File: src/rtl/rye_pkg.sv
package rye_pkg;

  localparam int ADDR_W = 3;
  localparam int DATA_W = 32;

  localparam logic REG_MODE = 1'b0;

  localparam logic [1:0] MODE_GRAY  = 2'd0;
  localparam logic [1:0] MODE_UNDER = 2'd1;
  localparam logic [1:0] MODE_OVER  = 2'd2;

  localparam logic [7:0] BYTE_MAX = 8'd255;

  // floor(y*5/6) = (y*13655) >> 14 and floor(y*6/5) = (y*19662) >> 14 for y < 512
  localparam int GAIN_SHIFT = 14;
  localparam int GAIN_K_W = 15;
  localparam logic [GAIN_K_W-1:0] GAIN_DOWN_K = 15'd13655;
  localparam logic [GAIN_K_W-1:0] GAIN_UP_K   = 15'd19662;

  typedef struct packed {
    logic [7:0] blue_in;
    logic [7:0] green_in;
    logic [7:0] red_in;
  } pix_in_t;

  typedef struct packed {
    logic [7:0] blue_out;
    logic [7:0] green_out;
    logic [7:0] red_out;
  } pix_out_t;

  typedef struct packed {
    logic [8:0]        y;
    logic signed [9:0] u;
    logic signed [9:0] v;
  } yuv_t;

endpackage

File: src/rtl/rgb_yuv_exposure_adjust_unit.sv
// RGB to YUV exposure adjust.
// Input channel: in_valid/in_ready carry one BGR pixel per beat (in_data).
// Output channel: out_valid/out_ready carry one BGR result per beat (out_data).
// Register exposure_mode at byte address 0 of the APB port: 0 grayscale,
// 1 luma times 5/6, 2 luma times 6/5 clamped at 255, 3 grayscale.
// Change the mode only while the pipeline is empty.
// Four register stages (products, yuv sums, gain and chroma products, back
// conversion into the output register). Throughput: one pixel per clock
// while out_ready is high; each stage is one multiply or one add.
// When out_ready is low, stages fill up one by one and in_ready drops once
// all four hold a beat; nothing is dropped or repeated.
// Reset (rst, synchronous) empties the pipeline and sets the mode to 0.
module rgb_yuv_exposure_adjust_unit #(
  parameter int COEF_FRAC_BITS = 12
) (
  input  logic                          clk,
  input  logic                          rst,
  input  logic                          in_valid,
  output logic                          in_ready,
  input  rye_pkg::pix_in_t              in_data,
  output logic                          out_valid,
  input  logic                          out_ready,
  output rye_pkg::pix_out_t             out_data,
  input  logic                          psel,
  input  logic                          penable,
  input  logic                          pwrite,
  input  logic [rye_pkg::ADDR_W-1:0]    paddr,
  input  logic [rye_pkg::DATA_W-1:0]    pwdata,
  output logic [rye_pkg::DATA_W-1:0]    prdata,
  output logic                          pready
);
  import rye_pkg::*;

  logic [1:0] mode;
  logic       reg_hit;
  logic       yuv_valid, yuv_ready;
  yuv_t       yuv_data;

  assign reg_hit = (paddr[ADDR_W-1:2] == REG_MODE);
  assign pready  = 1'b1;
  assign prdata  = reg_hit ? DATA_W'(mode) : '0;

  always_ff @(posedge clk) begin
    if (rst) begin
      mode <= MODE_GRAY;
    end else if (psel && penable && pwrite && reg_hit) begin
      mode <= pwdata[1:0];
    end
  end

  rye_fwd #(
    .COEF_FRAC_BITS(COEF_FRAC_BITS)
  ) u_fwd (
    .clk      (clk),
    .rst      (rst),
    .in_valid (in_valid),
    .in_ready (in_ready),
    .in_data  (in_data),
    .out_valid(yuv_valid),
    .out_ready(yuv_ready),
    .out_data (yuv_data)
  );

  rye_back #(
    .COEF_FRAC_BITS(COEF_FRAC_BITS)
  ) u_back (
    .clk      (clk),
    .rst      (rst),
    .mode     (mode),
    .in_valid (yuv_valid),
    .in_ready (yuv_ready),
    .in_data  (yuv_data),
    .out_valid(out_valid),
    .out_ready(out_ready),
    .out_data (out_data)
  );

endmodule

File: src/rtl/rye_fwd.sv
module rye_fwd #(
  parameter int COEF_FRAC_BITS = 12
) (
  input  logic            clk,
  input  logic            rst,
  input  logic            in_valid,
  output logic            in_ready,
  input  rye_pkg::pix_in_t in_data,
  output logic            out_valid,
  input  logic            out_ready,
  output rye_pkg::yuv_t   out_data
);
  import rye_pkg::*;

  localparam int F  = COEF_FRAC_BITS;
  localparam int PW = F + 8;
  localparam int SW = F + 11;

  localparam logic [PW-1:0] C_YB = PW'((114 * (1 << F) + 500) / 1000);
  localparam logic [PW-1:0] C_YG = PW'((587 * (1 << F) + 500) / 1000);
  localparam logic [PW-1:0] C_YR = PW'((299 * (1 << F) + 500) / 1000);
  localparam logic [PW-1:0] C_UB = PW'((435 * (1 << F) + 500) / 1000);
  localparam logic [PW-1:0] C_UG = PW'((289 * (1 << F) + 500) / 1000);
  localparam logic [PW-1:0] C_UR = PW'((147 * (1 << F) + 500) / 1000);
  localparam logic [PW-1:0] C_VB = PW'((100 * (1 << F) + 500) / 1000);
  localparam logic [PW-1:0] C_VG = PW'((515 * (1 << F) + 500) / 1000);
  localparam logic [PW-1:0] C_VR = PW'((615 * (1 << F) + 500) / 1000);

  function automatic logic signed [9:0] trunc0(input logic signed [SW-1:0] acc);
    logic [SW-1:0] mag;
    logic [9:0]    q;
    mag = acc[SW-1] ? SW'(-acc) : acc;
    q = mag[F+9:F];
    trunc0 = acc[SW-1] ? -$signed(q) : $signed(q);
  endfunction

  logic s1_v, s2_v;
  logic s1_en, s2_en;
  logic [PW-1:0] p_yb, p_yg, p_yr, p_ub, p_ug, p_ur, p_vb, p_vg, p_vr;
  logic [SW-1:0] y_sum;
  logic signed [SW-1:0] u_acc, v_acc;
  yuv_t s2_data, s2_next;

  assign s2_en    = !s2_v || out_ready;
  assign s1_en    = !s1_v || s2_en;
  assign in_ready = s1_en;

  always_ff @(posedge clk) begin
    if (rst) begin
      s1_v <= 1'b0;
      s2_v <= 1'b0;
    end else begin
      if (s1_en) begin
        s1_v <= in_valid;
      end
      if (s2_en) begin
        s2_v <= s1_v;
      end
    end
  end

  // stage 1: coefficient products
  always_ff @(posedge clk) begin
    if (s1_en && in_valid) begin
      p_yb <= PW'(in_data.blue_in) * C_YB;
      p_yg <= PW'(in_data.green_in) * C_YG;
      p_yr <= PW'(in_data.red_in) * C_YR;
      p_ub <= PW'(in_data.blue_in) * C_UB;
      p_ug <= PW'(in_data.green_in) * C_UG;
      p_ur <= PW'(in_data.red_in) * C_UR;
      p_vb <= PW'(in_data.blue_in) * C_VB;
      p_vg <= PW'(in_data.green_in) * C_VG;
      p_vr <= PW'(in_data.red_in) * C_VR;
    end
  end

  // stage 2: sums, truncate toward zero
  always_comb begin
    y_sum = SW'(p_yb) + SW'(p_yg) + SW'(p_yr);
    u_acc = $signed(SW'(p_ub)) - $signed(SW'(p_ug)) - $signed(SW'(p_ur));
    v_acc = $signed(SW'(p_vr)) - $signed(SW'(p_vb)) - $signed(SW'(p_vg));
    s2_next.y = y_sum[F+8:F];
    s2_next.u = trunc0(u_acc);
    s2_next.v = trunc0(v_acc);
  end

  always_ff @(posedge clk) begin
    if (s2_en && s1_v) begin
      s2_data <= s2_next;
    end
  end

  assign out_valid = s2_v;
  assign out_data  = s2_data;

  a_enter: assert property (@(posedge clk) disable iff (rst)
    in_valid && in_ready |=> s1_v)
    else $error("accepted beat did not reach stage 1");

  a_hold: assert property (@(posedge clk) disable iff (rst)
    s2_v && !out_ready |=> s2_v && $stable(s2_data))
    else $error("stalled yuv stage changed");

endmodule

File: src/rtl/rye_back.sv
module rye_back #(
  parameter int COEF_FRAC_BITS = 12
) (
  input  logic             clk,
  input  logic             rst,
  input  logic [1:0]       mode,
  input  logic             in_valid,
  output logic             in_ready,
  input  rye_pkg::yuv_t    in_data,
  output logic             out_valid,
  input  logic             out_ready,
  output rye_pkg::pix_out_t out_data
);
  import rye_pkg::*;

  localparam int F    = COEF_FRAC_BITS;
  localparam int CW   = F + 3;
  localparam int MW   = F + 13;
  localparam int AW   = F + 14;
  localparam int GP_W = 9 + GAIN_K_W;

  localparam logic signed [CW-1:0] C_BU = CW'((2032 * (1 << F) + 500) / 1000);
  localparam logic signed [CW-1:0] C_GU = CW'((395 * (1 << F) + 500) / 1000);
  localparam logic signed [CW-1:0] C_GV = CW'((581 * (1 << F) + 500) / 1000);
  localparam logic signed [CW-1:0] C_RV = CW'((1140 * (1 << F) + 500) / 1000);

  function automatic logic [7:0] sat_byte(input logic signed [AW-1:0] acc);
    logic [AW-1:0] q;
    q = acc >>> F;
    if (acc[AW-1]) begin
      sat_byte = '0;
    end else if (q > AW'(BYTE_MAX)) begin
      sat_byte = BYTE_MAX;
    end else begin
      sat_byte = q[7:0];
    end
  endfunction

  logic s3_v, s4_v;
  logic s3_en, s4_en;
  logic adjust, over;
  logic [GAIN_K_W-1:0] kmul;
  logic [GP_W-1:0] g_prod;
  logic [9:0] g_q;
  logic [8:0] y_adj_next;

  logic [8:0] y_adj;
  logic [7:0] gray;
  logic       bypass;
  logic signed [MW-1:0] m_bu, m_gu, m_gv, m_rv;

  logic signed [AW-1:0] ys, acc_b, acc_g, acc_r;
  pix_out_t out_next;

  assign s4_en    = !s4_v || out_ready;
  assign s3_en    = !s3_v || s4_en;
  assign in_ready = s3_en;

  always_ff @(posedge clk) begin
    if (rst) begin
      s3_v <= 1'b0;
      s4_v <= 1'b0;
    end else begin
      if (s3_en) begin
        s3_v <= in_valid;
      end
      if (s4_en) begin
        s4_v <= s3_v;
      end
    end
  end

  // stage 3: luma gain, chroma products
  always_comb begin
    over   = (mode == MODE_OVER);
    adjust = (mode == MODE_UNDER) || over;
    kmul   = over ? GAIN_UP_K : GAIN_DOWN_K;
    g_prod = GP_W'(in_data.y) * GP_W'(kmul);
    g_q    = g_prod[GP_W-1:GAIN_SHIFT];
    if (over && g_q > 10'(BYTE_MAX)) begin
      y_adj_next = 9'(BYTE_MAX);
    end else begin
      y_adj_next = g_q[8:0];
    end
  end

  always_ff @(posedge clk) begin
    if (s3_en && in_valid) begin
      y_adj  <= y_adj_next;
      gray   <= (in_data.y > 9'(BYTE_MAX)) ? BYTE_MAX : in_data.y[7:0];
      bypass <= !adjust;
      m_bu   <= $signed(MW'(in_data.u)) * $signed(MW'(C_BU));
      m_gu   <= $signed(MW'(in_data.u)) * $signed(MW'(C_GU));
      m_gv   <= $signed(MW'(in_data.v)) * $signed(MW'(C_GV));
      m_rv   <= $signed(MW'(in_data.v)) * $signed(MW'(C_RV));
    end
  end

  // stage 4: back to bgr, saturate
  always_comb begin
    ys    = $signed(AW'(y_adj)) <<< F;
    acc_b = ys + AW'(m_bu);
    acc_g = ys - AW'(m_gu) - AW'(m_gv);
    acc_r = ys + AW'(m_rv);
    if (bypass) begin
      out_next.blue_out  = gray;
      out_next.green_out = gray;
      out_next.red_out   = gray;
    end else begin
      out_next.blue_out  = sat_byte(acc_b);
      out_next.green_out = sat_byte(acc_g);
      out_next.red_out   = sat_byte(acc_r);
    end
  end

  always_ff @(posedge clk) begin
    if (s4_en && s3_v) begin
      out_data <= out_next;
    end
  end

  assign out_valid = s4_v;

  a_enter: assert property (@(posedge clk) disable iff (rst)
    in_valid && in_ready |=> s3_v)
    else $error("accepted beat did not reach stage 3");

  a_luma_range: assert property (@(posedge clk) disable iff (rst)
    s3_v |-> y_adj <= 9'(BYTE_MAX))
    else $error("adjusted luma above byte range");

  a_gray: assert property (@(posedge clk) disable iff (rst)
    s4_en && s3_v && bypass |=>
      out_data.blue_out == out_data.green_out && out_data.green_out == out_data.red_out)
    else $error("grayscale beat with unequal channels");

endmodule
File: config.mk
export PLATFORM = sky130hd
export DESIGN_NAME = rgb_yuv_exposure_adjust_unit
export DESIGN_NICKNAME = d
export VERILOG_FILES = /design/src/rtl/rye_pkg.sv /design/src/rtl/rgb_yuv_exposure_adjust_unit.sv /design/src/rtl/rye_fwd.sv /design/src/rtl/rye_back.sv
export SDC_FILE = /design/constraint.sdc
export NUM_CORES = 2
export LEC_CHECK = 0
export ABC_AREA = 1
export BUFFER_PORTS_ARGS = -buffer_cell sky130_fd_sc_hd__buf_4
export CORE_MARGIN = 4
export CORE_UTILIZATION = 65
export CTS_BUF_LIST = sky130_fd_sc_hd__clkbuf_16
export DETAILED_ROUTE_END_ITERATION = 8
export HOLD_SLACK_MARGIN = 0.06
export PLACE_DENSITY = 0.83
export RECOVER_POWER = 25
export SETUP_SLACK_MARGIN = 0.3
export SYNTH_ARGS = -nofsm -noshare
export SYNTH_HDL_FRONTEND = slang
export SYNTH_SLANG_ARGS = --single-unit
File: constraint.sdc
create_clock -name clk -period 10.95 [get_ports clk]
set_input_delay 0.5475 -clock clk [delete_from_list [all_inputs] [get_ports clk]]
set_output_delay 0.5475 -clock clk [all_outputs]
set_load 0.01 [all_outputs]
==> reports/qor.csv <==
stage;metric;value;unit
run_status;status;complete, but fails checks;
run_status;violations in the final reports;max-capacitance violations, max-slew violations;
clock_tree;Sink Count;291;
clock_tree;clk slew on worst S/H paths;60;ps
sta;Final Hold Viols;0;
sta;Worst Skew;24.1;ps
sta;Slew Limit Headroom;-26.1;%
logic_synthesis;ys async rst share;0;%
floorplan;starting density of the core;66.2;%
logic_synthesis;number of synthesized flops with an enable pin;285;
logic_synthesis;Simple-Gate Fraction of Synth Area;13.3;%
floorplan;die area;0.0632;mm²
place;Routability Congestion;0.963;
logic_synthesis;Post-Synth XOR/XNOR Area;5.46;%
route;Via density;5.48;
worst_setup_path;worst flop-to-flop path endpoint;u_back.y_adj[1];
layout;Layout area overhead;6.31;%
worst_setup_path;CP Launch Type;flip-flop;
sta;setup tns final;0;ps
place;input/output buffers;61;
logic_synthesis;ys flop type;edfxtp_1;
logic_synthesis;mux contribution to synthesized area;0;%
sta;period utilization;54.8;%
global_route;GR Overflow Total;0;
layout;nets;5606;
floorplan;Die Wd;251;µm
worst_setup_path;Worst Setup End Kind;flip-flop;
logic_synthesis;Mapped Area;0.0385;mm²
sta;Final Critical Period;6000;ps
logic_synthesis;Warnings, synthesis;0;
clock_tree;# resized after CTS;0;
hold_path;hold path endpoint;u_fwd.out_valid;
logic_synthesis;Seq/Total Area, Yosys;22.5;%
floorplan;Core Region;0.0581;mm²
logic_synthesis;#FFs+latches synth;291;
route;DR WL/cell;16.3;µm
global_route;All-Layer GR Usage;27.6;%
layout;share of layout cells above drive strength 1;3.85;%
logic_synthesis;synth top area cells;ha_1 25%, edfxtp_1 22%, fa_1 15%, inv_1 9.6%, nand2_1 6.7%;
worst_setup_path;Crit path arrival time;6310;ps
global_route;first-pass GRT wire length;142000;µm
sta;Slew Viols, Final;55;
route;Routed Antenna Nets;0;
route;Vias;28800;
clock_tree;CTS Buffer Depth;3;
sta;maximum clock rate;167;MHz
logic_synthesis;Synth area leader;ha_1;
clock_tree;CTS Hold Bufs;0;
route;drt pass-1 iters;6;
logic_synthesis;largest family of logic cells by synthesized area;adder cells;
worst_setup_path;FF-to-FF Start;mode[0];
global_route;initial antenna violation count;0;
sta;RSZ-0062 raised after global routing;false;
route;drt initial violations;1615;
worst_setup_path;critical path class;flip-flop to flip-flop;
route;Total Routed Length;85700;µm
layout;most frequent cells in the layout;983 x inv_1, 777 x ha_1, 686 x nand2_1;
logic_synthesis;mean post-synth cell area;8.82;µm²
layout;Ant. Diodes;0;
hold_path;Hold Crit Class;input port to flip-flop;
floorplan;Rows;88;
clock_tree;clock latency on the worst-skew pair;570;ps
clock_tree;Num CTS Buffers;36;
floorplan;number of top-level pins;125;
route;DRC viols;0;
logic_synthesis;Cell variety after synth;51;
clock_tree;post-CTS setup buffers;0;
clock_tree;Clock Root Buffer;clkbuf_16;
job;Max Cap Viol;3;
hold_path;hold_sp;rst;
layout;most common cell after layout, fill and taps aside;inv_1;
worst_setup_path;worst reg2reg setup slack;4950;ps
worst_setup_path;critical path launch point;mode[0];
worst_setup_path;crit path max fanout;21;
logic_synthesis;Post-Synthesis Cells;4365;
sta;worst slew pin tran;1880;ps
global_route;largest net degree at the start of global routing;78;
clock_tree;deepest level of the CTS H-tree;2;
worst_setup_path;worst endpoint required time;11260;ps
clock_tree;CTS tree;done;
logic_synthesis;Compound-Gate Fraction of Synth Area;7.49;%
hold_path;Hold Path Cell Cnt;2;
place;placed wire-length estimate;72000;µm
floorplan;Die H;251;µm
worst_setup_path;Reg2Reg Depth;22;
layout;FILL cells;4436;
logic_synthesis;share of the synthesized area in the top cell type;25.3;%
logic_synthesis;Post-Synth Adder-Cell Area;40.7;%
sta;setup violators final;0;
global_route;vias in the first global route;29500;
[cells in the mapped netlist (4+ instances only)]
cell type	count
a211oi_1	5
a21boi_0	4
a21o_1	16
a21oi_1	292
a21oi_2	6
a31oi_1	13
and2_1	8
buf_4	31
clkbuf_1	4
dfxtp_1	6
edfxtp_1	285
fa_1	298
ha_1	777
inv_1	983
inv_2	14
nand2_1	686
nand2_2	30
nand3_1	165
nand3b_1	11
nand4_1	41
nor2_1	196
nor2_2	11
nor3_1	27
nor4_1	4
o211ai_1	4
o21a_1	5
o21ai_0	114
o21ai_1	7
o21bai_1	29
o31ai_1	12
or2_2	10
xnor2_1	66
xor2_1	172
[kinds of logic after synthesis]
family,after synthesis
AO/OA/AOI/OAI,520
XOR/XNOR,239
adder cells (fa/ha/maj),1075
buffers and inverters,1038
flip-flops,291
other,2
AND/OR/NAND/NOR,1200
[how the worst max path moves through the flow]
stage	end	slack [ps]	depth (start not counted)
after floorplan	u_fwd.p_ub[10]	3230	8
after CTS	u_back.y_adj[1]	4930	22
after global placement	u_back.y_adj[6]	5050	22
after global routing	u_back.y_adj[1]	4520	22
after detailed placement	u_back.y_adj[1]	4970	22
final	u_back.y_adj[1]	4950	22
[state kept, by name, summed over array words and instances (netlist names), 2 cells and up]
name             flops
u_fwd.out_data      29
u_back.out_data     24
u_back.m_gu         20
u_back.m_gv         20
u_fwd.p_vg          20
u_fwd.p_vr          20
u_fwd.p_yr          18
u_fwd.p_yb          17
u_fwd.p_yg          16
u_fwd.p_ub          15
u_fwd.p_ur          15
u_fwd.p_vb          15
u_back.m_bu         14
u_back.m_rv         13
u_fwd.p_ug          11
u_back.y_adj         9
u_back.gray          8
mode                 2
[worst max-delay path, stage by stage, from the launching register on]
cell and delay, ps:
dfxtp_1 300, inv_1 100, ha_1 720, nor2_1 280, fa_1 610, inv_1 110, fa_1 510, fa_1 520
fa_1 540, inv_1 40, ha_1 350, nand2_1 80, nor2_1 170, nand4_1 110, o21ai_0 490, nand4_1 140
nand2_1 150, nand2_1 60, nand2_1 70, or2_2 100, nand3_1 70, nand2_2 140, nand2_1 80
[routing by layer]
metal	part of all wire, %	track usage, %	vias up
li1	-	-	14300
met1	40	33.0	13600
met2	50	49.9	671
met3	4.0	2.88	205
met4	5.4	13.0	0
met5	0	0	-
[cell type report]
cell class / count / area (µm²) / area share [%]
timing repair buffer: 65 / 349 / 0.853
clock buffer: 38 / 951 / 2.32
sequential: 291 / 8680 / 21.2
inverter: 997 / 3740 / 9.15
clock inverter: 27 / 310 / 0.758
multi-input combinational: 3074 / 25900 / 63.4
tap: 765 / 957 / 2.34
[stage by stage]
stage	util, %	setup WS [ps]	hold WS [ps]	instance area [µm²]	std cells
6_report	70.4	4950	219	40900	5257
5_1_grt	70.4	4520	219	40900	5257
4_1_cts	70.6	4930	193	41100	5257
3_5_place_dp	68.5	4970	469	39800	5192
3_3_place_gp	68.5	5050	456	39800	5192
2_1_floorplan	-	3230	445	38600	4403
Power is not shown: default switching activity piles up to over one toggle a cycle in this logic, so the estimate is an artifact.
